==> src/rtl/core/csq_pkg.sv <==
// ----------------------------------------------------------------------------
// csq_pkg
// Shared types, constants and the DAC word function of the chord step
// sequencer.
// ----------------------------------------------------------------------------
package csq_pkg;

    localparam int STEP_COUNT_DEF  = 16;
    localparam int CHORD_COUNT_DEF = 8;

    localparam int OP_W    = 3;
    localparam int SLOT_W  = 4;
    localparam int CELL_W  = 3;
    localparam int NOTE_W  = 7;
    localparam int GATE_W  = 7;
    localparam int CNT_W   = 20;
    localparam int ACC_W   = 27;
    localparam int WORD_W  = 16;
    localparam int CODE_W  = 12;
    localparam int POS_W   = 4;

    localparam int TICKS_RESET  = 3920;
    localparam int GATE_RESET   = 50;
    localparam int TICK_WEIGHT  = 100;
    localparam int SLOT_SPAN    = 16;
    localparam int CELL_SPAN    = 8;

    localparam logic [CNT_W-1:0] CNT_MAX = {CNT_W{1'b1}};
    localparam logic [ACC_W-1:0] GATE_X_RESET = ACC_W'(TICKS_RESET * GATE_RESET);

    localparam int LOW_BASE    = 48;
    localparam int SECOND_BASE = 43;
    localparam int THIRD_BASE  = 40;
    localparam int HIGH_BASE   = 36;
    localparam int CHORD_STEP  = 4;

    localparam int NOTE_BASE     = 24;
    localparam int CODE_SAT_SPAN = 60;
    localparam int COARSE_MUL    = 68;
    localparam int FINE_MUL      = 137;
    localparam int FINE_SHIFT    = 11;

    typedef enum logic [OP_W-1:0] {
        OP_TICK        = 3'd0,
        OP_START_STOP  = 3'd1,
        OP_PRESS       = 3'd2,
        OP_RELEASE     = 3'd3,
        OP_WRITE_CHORD = 3'd4,
        OP_WRITE_STEP  = 3'd5
    } csq_op_t;

    typedef struct packed {
        logic [OP_W-1:0]   opcode;
        logic [SLOT_W-1:0] slot;
        logic [CELL_W-1:0] cell_id;
        logic [NOTE_W-1:0] note_low;
        logic [NOTE_W-1:0] note_second;
        logic [NOTE_W-1:0] note_third;
        logic [NOTE_W-1:0] note_high;
        logic [GATE_W-1:0] gate_percent;
    } csq_item_t;

    typedef struct packed {
        logic              gate_level;
        logic [POS_W-1:0]  step_position;
        logic [CELL_W-1:0] active_cell;
        logic              running;
        logic              chord_update;
        logic [WORD_W-1:0] dac_word_first;
        logic [WORD_W-1:0] dac_word_second;
        logic [WORD_W-1:0] dac_word_third;
        logic [WORD_W-1:0] dac_word_fourth;
    } csq_result_t;

    typedef struct packed {
        logic [NOTE_W-1:0] low;
        logic [NOTE_W-1:0] second;
        logic [NOTE_W-1:0] third;
        logic [NOTE_W-1:0] high;
    } csq_chord_t;

    // code = floor((note-24)*1024/15) = 68*n + floor(4*n/15), saturated
    function automatic logic [WORD_W-1:0] dac_cmd_word(input logic [NOTE_W-1:0] note,
                                                       input logic chan_b);
        logic [NOTE_W-1:0] n;
        logic [12:0]       coarse;
        logic [16:0]       fine;
        logic [CODE_W-1:0] code;
        n      = note - NOTE_W'(NOTE_BASE);
        coarse = 13'(n) * 13'(COARSE_MUL);
        fine   = 17'({n, 2'b00}) * 17'(FINE_MUL);
        if (note < NOTE_W'(NOTE_BASE)) begin
            code = '0;
        end else if (n >= NOTE_W'(CODE_SAT_SPAN)) begin
            code = {CODE_W{1'b1}};
        end else begin
            code = CODE_W'(coarse + 13'(fine[16:FINE_SHIFT]));
        end
        return {chan_b, 1'b0, 1'b1, 1'b1, code};
    endfunction

endpackage

==> src/rtl/core/csq_in_reg.sv <==
// ----------------------------------------------------------------------------
// csq_in_reg
// Input register: captures one beat and holds it until the core takes it.
// ----------------------------------------------------------------------------
module csq_in_reg
    import csq_pkg::*;
(
    input  logic      clk,
    input  logic      rst_n,
    input  logic      in_valid,
    output logic      in_stall,
    input  csq_item_t item,
    input  logic      advance,
    output logic      hold_valid,
    output csq_item_t hold_item
);

    logic      valid_reg;
    csq_item_t item_reg;

    assign in_stall   = valid_reg && !advance;
    assign hold_valid = valid_reg;
    assign hold_item  = item_reg;

    always_ff @(posedge clk or negedge rst_n)
    begin
        if (!rst_n)
        begin
            valid_reg <= 1'b0;
        end
        else if (!in_stall)
        begin
            valid_reg <= in_valid;
        end
    end

    always_ff @(posedge clk)
    begin
        if (in_valid && !in_stall)
        begin
            item_reg <= item;
        end
    end

endmodule

==> src/rtl/core/csq_out_reg.sv <==
// ----------------------------------------------------------------------------
// csq_out_reg
// Result register: holds one result beat while the receiver stalls.
// ----------------------------------------------------------------------------
module csq_out_reg
    import csq_pkg::*;
(
    input  logic        clk,
    input  logic        rst_n,
    input  logic        load,
    input  csq_result_t result,
    output logic        space,
    output logic        out_valid,
    input  logic        out_stall,
    output csq_result_t out_result
);

    logic        valid_reg;
    csq_result_t result_reg;

    assign space      = !valid_reg || !out_stall;
    assign out_valid  = valid_reg;
    assign out_result = result_reg;

    always_ff @(posedge clk or negedge rst_n)
    begin
        if (!rst_n)
        begin
            valid_reg <= 1'b0;
        end
        else if (space)
        begin
            valid_reg <= load;
        end
    end

    always_ff @(posedge clk)
    begin
        if (load)
        begin
            result_reg <= result;
        end
    end

endmodule

==> src/rtl/core/csq_core.sv <==
// ----------------------------------------------------------------------------
// csq_core
// Sequencer state and the single-pass update for one item: tick counter,
// gate timing, step advance, chord and progression tables, DAC words.
// ----------------------------------------------------------------------------
module csq_core
    import csq_pkg::*;
#(
    parameter int STEP_COUNT  = STEP_COUNT_DEF,
    parameter int CHORD_COUNT = CHORD_COUNT_DEF
)
(
    input  logic              clk,
    input  logic              rst_n,
    input  logic              cfg_wr_en,
    input  logic [CNT_W-1:0]  cfg_wr_data,
    input  logic              fire,
    input  csq_item_t         item,
    output csq_result_t       result
);

    localparam int SW = $clog2(STEP_COUNT);
    localparam int CW = $clog2(CHORD_COUNT);

    logic              playing_reg,  playing_next;
    logic [CNT_W-1:0]  tps_reg,      tps_next;
    logic [CNT_W-1:0]  tick_cnt_reg, tick_cnt_next;
    logic [ACC_W-1:0]  acc_reg,      acc_next;
    logic [ACC_W-1:0]  gate_x_reg,   gate_x_next;
    logic [SW-1:0]     step_reg,     step_next;
    logic [CW-1:0]     chord_reg,    chord_next;
    logic              gate_reg,     gate_next;

    csq_chord_t        notes_reg [CHORD_COUNT];
    logic [GATE_W-1:0] cgate_reg [CHORD_COUNT];
    logic [CW-1:0]     prog_reg  [STEP_COUNT];

    logic [SW-1:0]     step_inc;
    logic [SW-1:0]     prog_addr;
    logic [CW-1:0]     prog_rd;
    logic [CW-1:0]     gate_addr;
    logic [GATE_W-1:0] gate_rd;
    logic [CNT_W-1:0]  mul_tps;
    logic [ACC_W-1:0]  gate_x_new;
    logic [CNT_W-1:0]  cnt_inc;
    logic [ACC_W-1:0]  acc_inc;
    logic [ACC_W:0]    acc_hi;
    logic              gate_hit;
    logic              step_hit;
    logic [CW-1:0]     words_addr;
    csq_chord_t        notes_rd;
    logic [SW-1:0]     slot_step;
    logic [CW-1:0]     slot_chord;
    logic [CW-1:0]     cell_chord;
    logic              upd;
    logic              is_ss;

    always_comb
    begin
        slot_step  = '0;
        slot_chord = '0;
        cell_chord = '0;
        for (int i = 0; i < SLOT_SPAN; i++)
        begin
            if (item.slot == SLOT_W'(i))
            begin
                slot_step  = SW'(i % STEP_COUNT);
                slot_chord = CW'(i % CHORD_COUNT);
            end
        end
        for (int i = 0; i < CELL_SPAN; i++)
        begin
            if (item.cell_id == CELL_W'(i))
            begin
                cell_chord = CW'(i % CHORD_COUNT);
            end
        end
    end

    assign is_ss      = fire && (item.opcode == OP_START_STOP);
    assign step_inc   = (step_reg == SW'(STEP_COUNT - 1)) ? '0 : step_reg + SW'(1);
    assign prog_addr  = is_ss ? '0 : step_inc;
    assign prog_rd    = prog_reg[prog_addr];
    assign gate_addr  = cfg_wr_en ? chord_reg : prog_rd;
    assign gate_rd    = cgate_reg[gate_addr];
    assign mul_tps    = cfg_wr_en ? cfg_wr_data : tps_reg;
    assign gate_x_new = ACC_W'(mul_tps) * ACC_W'(gate_rd);

    // acc tracks 100 * count; gate drops where floor(gate_x/100) meets the count
    assign cnt_inc  = tick_cnt_reg + CNT_W'(1);
    assign acc_inc  = (tick_cnt_reg == CNT_MAX) ? '0 : acc_reg + ACC_W'(TICK_WEIGHT);
    assign acc_hi   = {1'b0, acc_inc} + (ACC_W + 1)'(TICK_WEIGHT);
    assign gate_hit = (gate_x_reg >= acc_inc) &&
                      ((cnt_inc == CNT_MAX) || ({1'b0, gate_x_reg} < acc_hi));
    assign step_hit = (cnt_inc == tps_reg);

    assign words_addr = (item.opcode == OP_PRESS) ? cell_chord : prog_rd;
    assign notes_rd   = notes_reg[words_addr];

    always_comb
    begin
        playing_next  = playing_reg;
        tps_next      = tps_reg;
        tick_cnt_next = tick_cnt_reg;
        acc_next      = acc_reg;
        gate_x_next   = gate_x_reg;
        step_next     = step_reg;
        chord_next    = chord_reg;
        gate_next     = gate_reg;
        upd           = 1'b0;
        if (fire)
        begin
            case (item.opcode)
                OP_TICK:
                begin
                    if (playing_reg)
                    begin
                        tick_cnt_next = cnt_inc;
                        acc_next      = acc_inc;
                        if (gate_hit)
                        begin
                            gate_next = 1'b0;
                        end
                        if (step_hit)
                        begin
                            tick_cnt_next = '0;
                            acc_next      = '0;
                            step_next     = step_inc;
                            chord_next    = prog_rd;
                            gate_x_next   = gate_x_new;
                            gate_next     = 1'b1;
                            upd           = 1'b1;
                        end
                    end
                end
                OP_START_STOP:
                begin
                    playing_next  = !playing_reg;
                    tick_cnt_next = '0;
                    acc_next      = '0;
                    step_next     = '0;
                    gate_x_next   = gate_x_new;
                    gate_next     = !playing_reg;
                end
                OP_PRESS:
                begin
                    chord_next = cell_chord;
                    gate_next  = 1'b1;
                    upd        = 1'b1;
                end
                OP_RELEASE:
                begin
                    if (!playing_reg)
                    begin
                        gate_next = 1'b0;
                    end
                end
                default:
                begin
                end
            endcase
        end
        if (cfg_wr_en)
        begin
            tps_next      = cfg_wr_data;
            tick_cnt_next = '0;
            acc_next      = '0;
            gate_x_next   = gate_x_new;
        end
    end

    always_comb
    begin
        result.gate_level      = gate_next;
        result.step_position   = POS_W'(step_next);
        result.active_cell     = CELL_W'(chord_next);
        result.running         = playing_next;
        result.chord_update    = upd;
        result.dac_word_first  = '0;
        result.dac_word_second = '0;
        result.dac_word_third  = '0;
        result.dac_word_fourth = '0;
        if (upd)
        begin
            result.dac_word_first  = dac_cmd_word(notes_rd.high,   1'b0);
            result.dac_word_second = dac_cmd_word(notes_rd.third,  1'b1);
            result.dac_word_third  = dac_cmd_word(notes_rd.second, 1'b0);
            result.dac_word_fourth = dac_cmd_word(notes_rd.low,    1'b1);
        end
    end

    always_ff @(posedge clk or negedge rst_n)
    begin
        if (!rst_n)
        begin
            playing_reg  <= 1'b0;
            tps_reg      <= CNT_W'(TICKS_RESET);
            tick_cnt_reg <= '0;
            acc_reg      <= '0;
            gate_x_reg   <= GATE_X_RESET;
            step_reg     <= '0;
            chord_reg    <= '0;
            gate_reg     <= 1'b0;
        end
        else
        begin
            playing_reg  <= playing_next;
            tps_reg      <= tps_next;
            tick_cnt_reg <= tick_cnt_next;
            acc_reg      <= acc_next;
            gate_x_reg   <= gate_x_next;
            step_reg     <= step_next;
            chord_reg    <= chord_next;
            gate_reg     <= gate_next;
        end
    end

    always_ff @(posedge clk or negedge rst_n)
    begin
        if (!rst_n)
        begin
            for (int i = 0; i < CHORD_COUNT; i++)
            begin
                notes_reg[i].low    <= NOTE_W'(LOW_BASE    + CHORD_STEP * i);
                notes_reg[i].second <= NOTE_W'(SECOND_BASE + CHORD_STEP * i);
                notes_reg[i].third  <= NOTE_W'(THIRD_BASE  + CHORD_STEP * i);
                notes_reg[i].high   <= NOTE_W'(HIGH_BASE   + CHORD_STEP * i);
                cgate_reg[i]        <= GATE_W'(GATE_RESET);
            end
            for (int i = 0; i < STEP_COUNT; i++)
            begin
                prog_reg[i] <= CW'(i % CHORD_COUNT);
            end
        end
        else if (fire)
        begin
            if (item.opcode == OP_WRITE_CHORD)
            begin
                notes_reg[slot_chord].low    <= item.note_low;
                notes_reg[slot_chord].second <= item.note_second;
                notes_reg[slot_chord].third  <= item.note_third;
                notes_reg[slot_chord].high   <= item.note_high;
                cgate_reg[slot_chord]        <= item.gate_percent;
            end
            if (item.opcode == OP_WRITE_STEP)
            begin
                prog_reg[slot_step] <= cell_chord;
            end
        end
    end

    a_acc_tracks_count: assert property (@(posedge clk) disable iff (!rst_n)
        acc_reg == ACC_W'(tick_cnt_reg) * ACC_W'(TICK_WEIGHT))
        else $error("tick weight accumulator out of step with tick count");

    a_stopped_tick_holds: assert property (@(posedge clk) disable iff (!rst_n)
        fire && !cfg_wr_en && (item.opcode == OP_TICK) && !playing_reg
        |=> $stable(tick_cnt_reg) && $stable(step_reg) && $stable(gate_reg))
        else $error("tick changed state while stopped");

    a_step_clears_count: assert property (@(posedge clk) disable iff (!rst_n)
        fire && !cfg_wr_en && (item.opcode == OP_TICK) && upd
        |=> (tick_cnt_reg == '0) && gate_reg)
        else $error("step advance left count or gate wrong");

    a_update_raises_gate: assert property (@(posedge clk) disable iff (!rst_n)
        fire && upd |-> result.gate_level && !(result.dac_word_first[12] == 1'b0))
        else $error("chord update without gate");

endmodule

==> src/rtl/core/chord_step_sequencer_unit.sv <==
// ----------------------------------------------------------------------------
// chord_step_sequencer_unit
// Chord step sequencer: tick counting, gate timing, step advance and
// four DAC command words per chord change.
// ----------------------------------------------------------------------------
// Usage:
//   Input channel (in_valid / in_stall) carries one command beat: tick,
//   start/stop, press, release, chord write or step write.
//   Output channel (out_valid / out_stall) returns exactly one result beat
//   per command: gate, step, chord, run flag and, on a chord change, the
//   four DAC words (zero otherwise).
//   cfg_wr_en / cfg_wr_data write ticks_per_step; write only while no
//   command is in flight. A write clears the tick count.
//   Path: a beat accepted into the input register is loaded into the result
//   register once it has space. Throughput: one beat per cycle while the
//   result register has space, set by the single-pass update between the two.
//   Reset: stopped, step 0, chord 0, gate low, default chord and step
//   tables, 3920 ticks per step; no clearing pass.
//   Stall: while out_stall holds a full result register, the input
//   register holds its beat and in_stall rises once it is full.
// ----------------------------------------------------------------------------
module chord_step_sequencer_unit
    import csq_pkg::*;
#(
    parameter int STEP_COUNT  = STEP_COUNT_DEF,
    parameter int CHORD_COUNT = CHORD_COUNT_DEF
)
(
    input  logic              clk,
    input  logic              rst_n,
    input  logic              cfg_wr_en,
    input  logic [CNT_W-1:0]  cfg_wr_data,
    input  logic              in_valid,
    output logic              in_stall,
    input  logic [OP_W-1:0]   opcode,
    input  logic [SLOT_W-1:0] slot,
    input  logic [CELL_W-1:0] cell_id,
    input  logic [NOTE_W-1:0] note_low,
    input  logic [NOTE_W-1:0] note_second,
    input  logic [NOTE_W-1:0] note_third,
    input  logic [NOTE_W-1:0] note_high,
    input  logic [GATE_W-1:0] gate_percent,
    output logic              out_valid,
    input  logic              out_stall,
    output logic              gate_level,
    output logic [POS_W-1:0]  step_position,
    output logic [CELL_W-1:0] active_cell,
    output logic              running,
    output logic              chord_update,
    output logic [WORD_W-1:0] dac_word_first,
    output logic [WORD_W-1:0] dac_word_second,
    output logic [WORD_W-1:0] dac_word_third,
    output logic [WORD_W-1:0] dac_word_fourth
);

    csq_item_t   in_item;
    csq_item_t   hold_item;
    logic        hold_valid;
    logic        out_space;
    logic        fire;
    csq_result_t core_result;
    csq_result_t out_result;

    assign in_item.opcode       = opcode;
    assign in_item.slot         = slot;
    assign in_item.cell_id      = cell_id;
    assign in_item.note_low     = note_low;
    assign in_item.note_second  = note_second;
    assign in_item.note_third   = note_third;
    assign in_item.note_high    = note_high;
    assign in_item.gate_percent = gate_percent;

    assign fire = hold_valid && out_space;

    csq_in_reg u_in_reg (
        .clk        (clk),
        .rst_n      (rst_n),
        .in_valid   (in_valid),
        .in_stall   (in_stall),
        .item       (in_item),
        .advance    (fire),
        .hold_valid (hold_valid),
        .hold_item  (hold_item)
    );

    csq_core #(
        .STEP_COUNT  (STEP_COUNT),
        .CHORD_COUNT (CHORD_COUNT)
    ) u_core (
        .clk         (clk),
        .rst_n       (rst_n),
        .cfg_wr_en   (cfg_wr_en),
        .cfg_wr_data (cfg_wr_data),
        .fire        (fire),
        .item        (hold_item),
        .result      (core_result)
    );

    csq_out_reg u_out_reg (
        .clk        (clk),
        .rst_n      (rst_n),
        .load       (fire),
        .result     (core_result),
        .space      (out_space),
        .out_valid  (out_valid),
        .out_stall  (out_stall),
        .out_result (out_result)
    );

    assign gate_level      = out_result.gate_level;
    assign step_position   = out_result.step_position;
    assign active_cell     = out_result.active_cell;
    assign running         = out_result.running;
    assign chord_update    = out_result.chord_update;
    assign dac_word_first  = out_result.dac_word_first;
    assign dac_word_second = out_result.dac_word_second;
    assign dac_word_third  = out_result.dac_word_third;
    assign dac_word_fourth = out_result.dac_word_fourth;

endmodule
==> config.mk <==
export PLATFORM = sky130hd
export DESIGN_NAME = chord_step_sequencer_unit
export DESIGN_NICKNAME = d
export VERILOG_FILES = /design/src/rtl/core/csq_pkg.sv /design/src/rtl/core/csq_in_reg.sv /design/src/rtl/core/csq_out_reg.sv /design/src/rtl/core/csq_core.sv /design/src/rtl/core/chord_step_sequencer_unit.sv
export SDC_FILE = /design/constraint.sdc
export NUM_CORES = 1
export LEC_CHECK = 0
export ABC_CLOCK_PERIOD_IN_PS = 22600
export BUFFER_PORTS_ARGS = -buffer_cell sky130_fd_sc_hd__buf_2
export CAP_MARGIN = 15
export CELL_PAD_IN_SITES_DETAIL_PLACEMENT = 0
export CELL_PAD_IN_SITES_GLOBAL_PLACEMENT = 2
export CORE_MARGIN = 4
export CORE_UTILIZATION = 46
export DETAILED_ROUTE_END_ITERATION = 10
export PLACE_DENSITY_LB_ADDON = 0.1
export SLEW_MARGIN = 20
export SYNTH_ARGS = -nofsm -noshare
export SYNTH_HDL_FRONTEND = slang
export SYNTH_SLANG_ARGS = --single-unit
export TNS_END_PERCENT = 1
==> constraint.sdc <==
create_clock -name clk -period 22.6 [get_ports clk]
set_input_delay 0 -clock clk [delete_from_list [all_inputs] [get_ports clk]]
set_output_delay 0 -clock clk [all_outputs]
set_load 0.05 [all_outputs]
# After elaboration in Yosys (flattened, before gate mapping)
# Cells that the tools add are included.
[totals]
inputBits = 70
romBits = 0
latch_bits = 0
out_inout_bits = 76
word_cells = 303
n_memories = 0
register_bits = 552
ramBits = 0
[classes]
n_lt_le_gt_ge = 17
muxes = 114
shift = 0
eq_ne = 33
reduce_logical = 25
bitwise = 6
div_mod_pow = 0
addsub = 12
multipliers = 9
[op_table]
columns = ["cell", "count"]
rows = [
  ["bitwise mux 224 bit", 4],
  ["demux 28 bit (select 3 bit)", 4],
  ["2-to-1 mux 27 bit", 9],
  ["one-hot mux 27 bit (2 select lines)", 2],
  ["2-to-1 mux 20 bit", 5],
  ["2-to-1 mux 12 bit", 8],
  ["binary-select mux 28 bit (select 3 bit)", 1],
  ["2-to-1 mux 28 bit", 3],
  ["2-to-1 mux 3 bit", 26],
  ["2-to-1 mux 4 bit", 19],
  ["2-to-1 mux 62 bit", 1],
  ["multiplier 7 x 8 -> 15 bit (second input constant)", 4],
  ["bitwise mux 56 bit", 1],
  ["adder 12 x 6 -> 12 bit", 4],
  ["bitwise mux 48 bit", 1],
  ["equality test 20 bit (second input constant)", 2],
  ["multiplier 7 x 5 -> 10 bit (second input constant)", 4],
  ["one-hot mux 20 bit (2 select lines)", 1],
  ["equality test 4 bit (second input constant)", 9],
  ["adder 27 x 7 -> 28 bit (second input constant)", 1],
  ["greater-or-equal comparator 7 x 6 -> 1 bit (second input constant)", 4],
  ["< comparator 27 x 28 -> 1 bit", 1],
  ["< comparator 7 x 5 -> 1 bit (second input constant)", 4],
  ["2-to-1 mux 7 bit", 4],
  ["other kinds (43)", 94],
]

# Logic depth before layout (Yosys ltp)
[depth]
ltp_word = 25
depth_mapped = 41
mapped_depth_nobuf = 38

# By module
# A second synthesis with hierarchy kept.
[unflattened]
hier_cells = 3108
hier_area_um2 = 34916.0
[modules_own_cells]
columns = ["module", "cells_per_inst", "instances", "area_per_inst_um2", "seq_area_each_um2"]
rows = [
  ["csq_core", 2980, 1, 31242.5, 10985.5],
  ["csq_out_reg", 77, 1, 2258.4, 2247.2],
  ["csq_in_reg", 50, 1, 1408.9, 1376.3],
  ["chord_step_sequencer_unit", 1, 1, 6.3, 0.0],
]

# Worst setup path after synthesis
# Ideal clock, no wire load.
[synth_timing]
path_kind = "register to register"
startpoint = "register u_out_reg.valid_reg, in the netlist u_out_reg.out_valid"
endpoint = "register u_core.gate_x_reg[25]"
stages_incl_launch_ff = 33
setup_time_ns = 0.128
synth_period_minus_slack_ns = 9.666
required_time_ns = 22.472
slack_ns = 12.934
t_arrival_ns = 9.539
path_buffers = 3
path_cell_list = "dfrtp_1 > a21bo_1 > buf_4 > inv_1 > a21o_1 > a22o_1 > mux4_2 > o211ai_4 > nor2_1 > a21oi_2 > buf_4 > mux4_2 > mux2i_1 > clkbuf_1 > nor2_1 > fa_1 > fa_1 > fa_1 > fa_1 > ha_1 > a21o_1 > a21o_1 > a21o_1 > a21o_1 > a21oi_1 > nor2b_1 > a41o_1 > o41ai_1 > o21ai_0 > or4_1 > a31oi_1 > xor2_1 > o21ai_0"
[synth_between]
elab_chain_cells = 20
elab_cells_between_ends = 22
classes_between = "mul: 1; mux: 13; bitwise: 2; reduce/logical: 6"
[synth_rtl]
columns = ["element", "line", "text"]
rows = [
  ["start: declaration", "csq_out_reg.sv:18", "logic valid_reg;"],
  ["start signal: assignment", "csq_out_reg.sv:33", "valid_reg <= load;"],
  ["logical NOT 1 bit (*)", "csq_out_reg.sv:21", "assign space = !valid_reg || !out_stall;"],
  ["logical OR 1 bit (*)", "csq_out_reg.sv:21", ""],
  ["logical AND 1 bit (*)", "chord_step_sequencer_unit.sv:73", "assign fire = hold_valid && out_space;"],
  ["via fire", "chord_step_sequencer_unit.sv:60", "logic fire;"],
  ["logical AND 1 bit", "csq_core.sv:80", "assign is_ss = fire && (item.opcode == OP_START_STOP);"],
  ["2-to-1 mux 4 bit", "csq_core.sv:82", "assign prog_addr = is_ss ? '0 : step_inc;"],
  ["NOT 4 -> 5 bit (implied by the code)", "csq_core.sv:83", "assign prog_rd = prog_reg[prog_addr];"],
  ["binary-select mux 3 bit (select 4 bit)", "csq_core.sv:83", ""],
  ["[4 not listed]", "n/a", ""],
  ["binary-select mux 7 bit (select 3 bit)", "csq_core.sv:85", "assign gate_rd = cgate_reg[gate_addr];"],
  ["2-to-1 mux 7 bit (implied by the code) (2 in series)", "csq_core.sv:85", ""],
  ["multiplier 20 x 7 -> 27 bit", "csq_core.sv:87", "assign gate_x_new = ACC_W'(mul_tps) * ACC_W'(gate_rd);"],
  ["2-to-1 mux 27 bit", "csq_core.sv:124", "if (step_hit)"],
  ["2-to-1 mux 27 bit", "csq_core.sv:116", "if (playing_reg)"],
  ["one-hot mux 27 bit (2 select lines)", "csq_core.sv:113", "case (item.opcode)"],
  ["2-to-1 mux 27 bit", "csq_core.sv:111", "if (fire)"],
  ["2-to-1 mux 27 bit", "csq_core.sv:163", "if (cfg_wr_en)"],
  ["end signal: assignment", "csq_core.sv:211", "gate_x_reg <= gate_x_next;"],
  ["end: declaration", "csq_core.sv:29", "logic [ACC_W-1:0] gate_x_reg, gate_x_next;"],
]
# Mark *: on every way through the listed nets, which the timed path passes. The rest lies on a longest branch. The select of a mux whose other input is x is not followed.
# A chain may end at the register's enable or synchronous reset.

# Final worst setup path
[layout_timing]
startpoint = "register u_core.step_reg[0]"
endpoint = "register u_core.gate_x_reg[25]"
[layout_between]
elab_chain_cells = 18
elab_cells_between_ends = 19
classes_between = "add/sub: 1; mul: 1; eq/ne: 1; mux: 14; bitwise: 2"
[layout_rtl]
columns = ["element", "line", "text"]
rows = [
  ["start: declaration", "csq_core.sv:30", "logic [SW-1:0] step_reg, step_next;"],
  ["start signal: assignment", "csq_core.sv:212", "step_reg <= step_next;"],
  ["adder 4 x 1 -> 4 bit or equality test 4 bit (tied branches)", "csq_core.sv:81", "assign step_inc = (step_reg == SW'(STEP_COUNT - 1)) ? '0 : step_reg + SW'(1);"],
  ["2-to-1 mux 4 bit (*)", "csq_core.sv:81", ""],
  ["2-to-1 mux 4 bit (*)", "csq_core.sv:82", ""],
  ["NOT 4 -> 5 bit (implied by the code) (*)", "csq_core.sv:83", ""],
  ["binary-select mux 3 bit (select 4 bit) (*)", "csq_core.sv:83", ""],
  ["2-to-1 mux 3 bit (implied by the code) (*) (2 in series)", "csq_core.sv:83", ""],
  ["2-to-1 mux 3 bit (*)", "csq_core.sv:84", "assign gate_addr = cfg_wr_en ? chord_reg : prog_rd;"],
  ["NOT 3 -> 4 bit (implied by the code) (*)", "csq_core.sv:85", ""],
  ["binary-select mux 7 bit (select 3 bit) (*)", "csq_core.sv:85", ""],
  ["2-to-1 mux 7 bit (implied by the code) (*) (2 in series)", "csq_core.sv:85", ""],
  ["multiplier 20 x 7 -> 27 bit (*)", "csq_core.sv:87", ""],
  ["2-to-1 mux 27 bit", "csq_core.sv:124", ""],
  ["2-to-1 mux 27 bit", "csq_core.sv:116", ""],
  ["one-hot mux 27 bit (2 select lines)", "csq_core.sv:113", ""],
  ["2-to-1 mux 27 bit", "csq_core.sv:111", ""],
  ["2-to-1 mux 27 bit (*)", "csq_core.sv:163", ""],
]
# Mark *: on every way between the ends. The rest lies on a longest branch, timed or not. The select of a mux whose other input is x is not followed.

==> metrics.txt <==
status finished, final reports clean; initial antenna violation count 2; multi-input combinational cell area 0.0194 mm²; DR WL met3 3530 µm; total wire length 93700 µm; Post-synth top flop dfrtp_1; CTS tree yes; total power 3.87 mW; Top Ports 146; CP required 23.03 ns; Tot GR Track Use 0.231; slowest CP cell mux2i_1; Worst R2R Setup Slack 11.63 ns; Fin Setup TNS 0 ns; Die Wd 284 µm; H-Tree Depth 3; post-CTS sizing 0; # fillers 6788; crit end category flop; Post-synth EDFFs 103; ys async rst share 0.808; Num CTS Buffers 66; # setup viols final 0; first-pass GRT wire length 149000 µm; post-route ant nets 0; hold_ws 0.0368 ns; CP Launch Type flop; layout cells sized above 1 0.257; sequential area share after synthesis 0.403; DRC violations left 0; library cells used by synthesis 97; Seq cells post-synth 536; clk buf depth 3; IR drop worst, VDD 0.0828 mV; RSZ-0062 raised after global routing no; worst rel slew slack 0.255; Max Slew Vio Count 0; starting density of the core 0.463; Power Density 98.0 mW/mm²; largest stage delay on the critical path 0.86 ns; average wire per cell in the routed design 21.1 µm; dpl hpwl 64200 µm; length of routed wiring on met1 40600 µm; Clock Skews 0.0203 ns; Synth top area share 0.195; top sig layer met4; clk root buf clkbuf_16; most frequent cells in the layout mux2_2, nand2_1, dfrtp_1, ha_1, inv_1; Rows 101; Area Overhead vs Synth 12.6%; kind of critical path flop to flop; first drt pass iteration count 5; Hold Vio Cnt, Final 0; minimum clock period after layout 10.97 ns; Die Ht 284 µm; clk sinks 536; Leak Pwr 17.9 nW; Clock Latency Late Sink 0.60 ns; Critical Path AT 11.40 ns; Post-Syn Instances 3276; hold_buf cts 70; Routability Congestion 0.842; Via density 5.67; Peak Freq 0.0912 GHz; Mapped Avg Cell Area 10.7 µm²; largest net degree at the start of global routing 86; max FFs per register 224; IO buf count 139; post-CTS setup buffers 0; dominant cells by area after synthesis dfrtp_1, dfstp_2, mux2_2; wire length on met2 46500 µm; remaining global-route overflow 0; clock-pin slew of the registers on the worst-case setup and hold paths 0.06 ns; Ys Warns 0; Die ar. 0.0808 mm²; max-cap violation count 0; sequential cell area 0.0141 mm²; mapped cell area 0.0351 mm²; Final Cycle Share 0.485; Worst-Margin Slew 1.09 ns; Hold Path Class primary input to flop; top cell type by total area after synthesis dfrtp_1; Critical Path Fanout Max 25; Core Box Area 0.0758 mm²; vias post-DR 25200; drt initial violations 1276; nets 3806; vias in the first global route 26400; most common cell after layout, fill and taps aside mux2_2
metrics by stage:
stage | cell area (µm²) | instances | setup slack, ns | util
after floorplan | 35100 | 3281 | 12.93 | -
after global placement | 36500 | 4259 | 11.85 | 0.482
after detailed placement | 36500 | 4259 | 11.69 | 0.482
after CTS | 39500 | 4450 | 11.66 | 0.521
after global routing | 39500 | 4452 | 10.87 | 0.521
final | 39500 | 4452 | 11.63 | 0.521
report_power, final:
part	internal (mW)	total [mW]	switching [mW]
Combinational	0.651	1.55	0.898
Clock	0.653	1.09	0.434
Sequential	1.14	1.24	0.0939
Total	2.45	3.87	1.43
cell families (layout without fill, tap and decap cells):
group | after synthesis | in the layout | synth area share
and+or+nand+nor | 851 | 851 | 0.117
other | 1 | 7 | 0.000107
xor gates and xnor gates | 163 | 163 | 0.0411
adders and majority gates | 316 | 316 | 0.135
AOI/OAI and AO/OA | 561 | 561 | 0.105
muxes | 461 | 461 | 0.152
buffers and inverters | 387 | 579 | 0.0475
DFF | 536 | 536 | 0.403
layer usage:
layer | vias up | GRT usage
met1 | 12700 | 0.298
li1 | 11900 | -
met3 | 136 | 0.0306
met4 | 0 | 0.0823
met2 | 485 | 0.399
met5 | - | 0
area by class of cell:
type / instances / area share
clock inverter: 31 / 0.00830
tap: 978 / 0.0310
clock buffer: 90 / 0.0482
sequential: 536 / 0.358
multi-input combinational: 2358 / 0.490
antenna: 1 / 0.0000633
timing repair buffer: 255 / 0.0454
inverter: 203 / 0.0193
path summary, 6_finish.rpt:
| path | start | endpoint | cells after the start |
|---|---|---|---|
| setup / recovery | u_core.step_reg[0] | u_core.gate_x_reg[25] | 29 |
| hold / removal | cfg_wr_data[7] | u_core.tps_reg[7] | 3 |
| setup reg to reg | u_core.step_reg[0] | u_core.gate_x_reg[25] | 29 |
| hold reg to reg | u_core.acc_reg[0] | u_core.acc_reg[0] | 1 |
| max in group asynchronous | rst_n | u_core.notes_reg[148] | 7 |
| min in group asynchronous | rst_n | u_core.prog_reg[44] | 3 |
synthesized netlist by cell type, drive strengths merged (6+ instances only):
master	instances
clkbuf	117
fa	105
nor3	32
o221ai	6
xnor2	83
and3	27
a211oi	38
a21o	30
dfrtp	273
ha	211
o31ai	66
nor2b	37
nor2	173
o21ai	94
nor3b	31
nand2	309
or3	11
xor2	80
buf	67
nor4	8
dfstp	160
inv	203
and2	13
o21a	20
a31o	9
a31oi	43
a311oi	7
mux4	18
a22oi	10
nand2b	51
nand4	34
o211ai	8
or2	17
nand3	88
edfxtp	103
a21oi	172
mux2	343
mux2i	100
a22o	6
worst max-delay path, delay by kind of cell (launching register included):
kind | cells | cell delay [ns]
muxes | 3 | 2.17
DFF | 1 | 0.79
xor gates and xnor gates | 1 | 0.16
adders and majority gates | 6 | 3.02
AOI/OAI and AO/OA | 14 | 3.59
and+or+nand+nor | 4 | 0.76
buffers and inverters | 1 | 0.30
(Power assumes the default switching activity.)
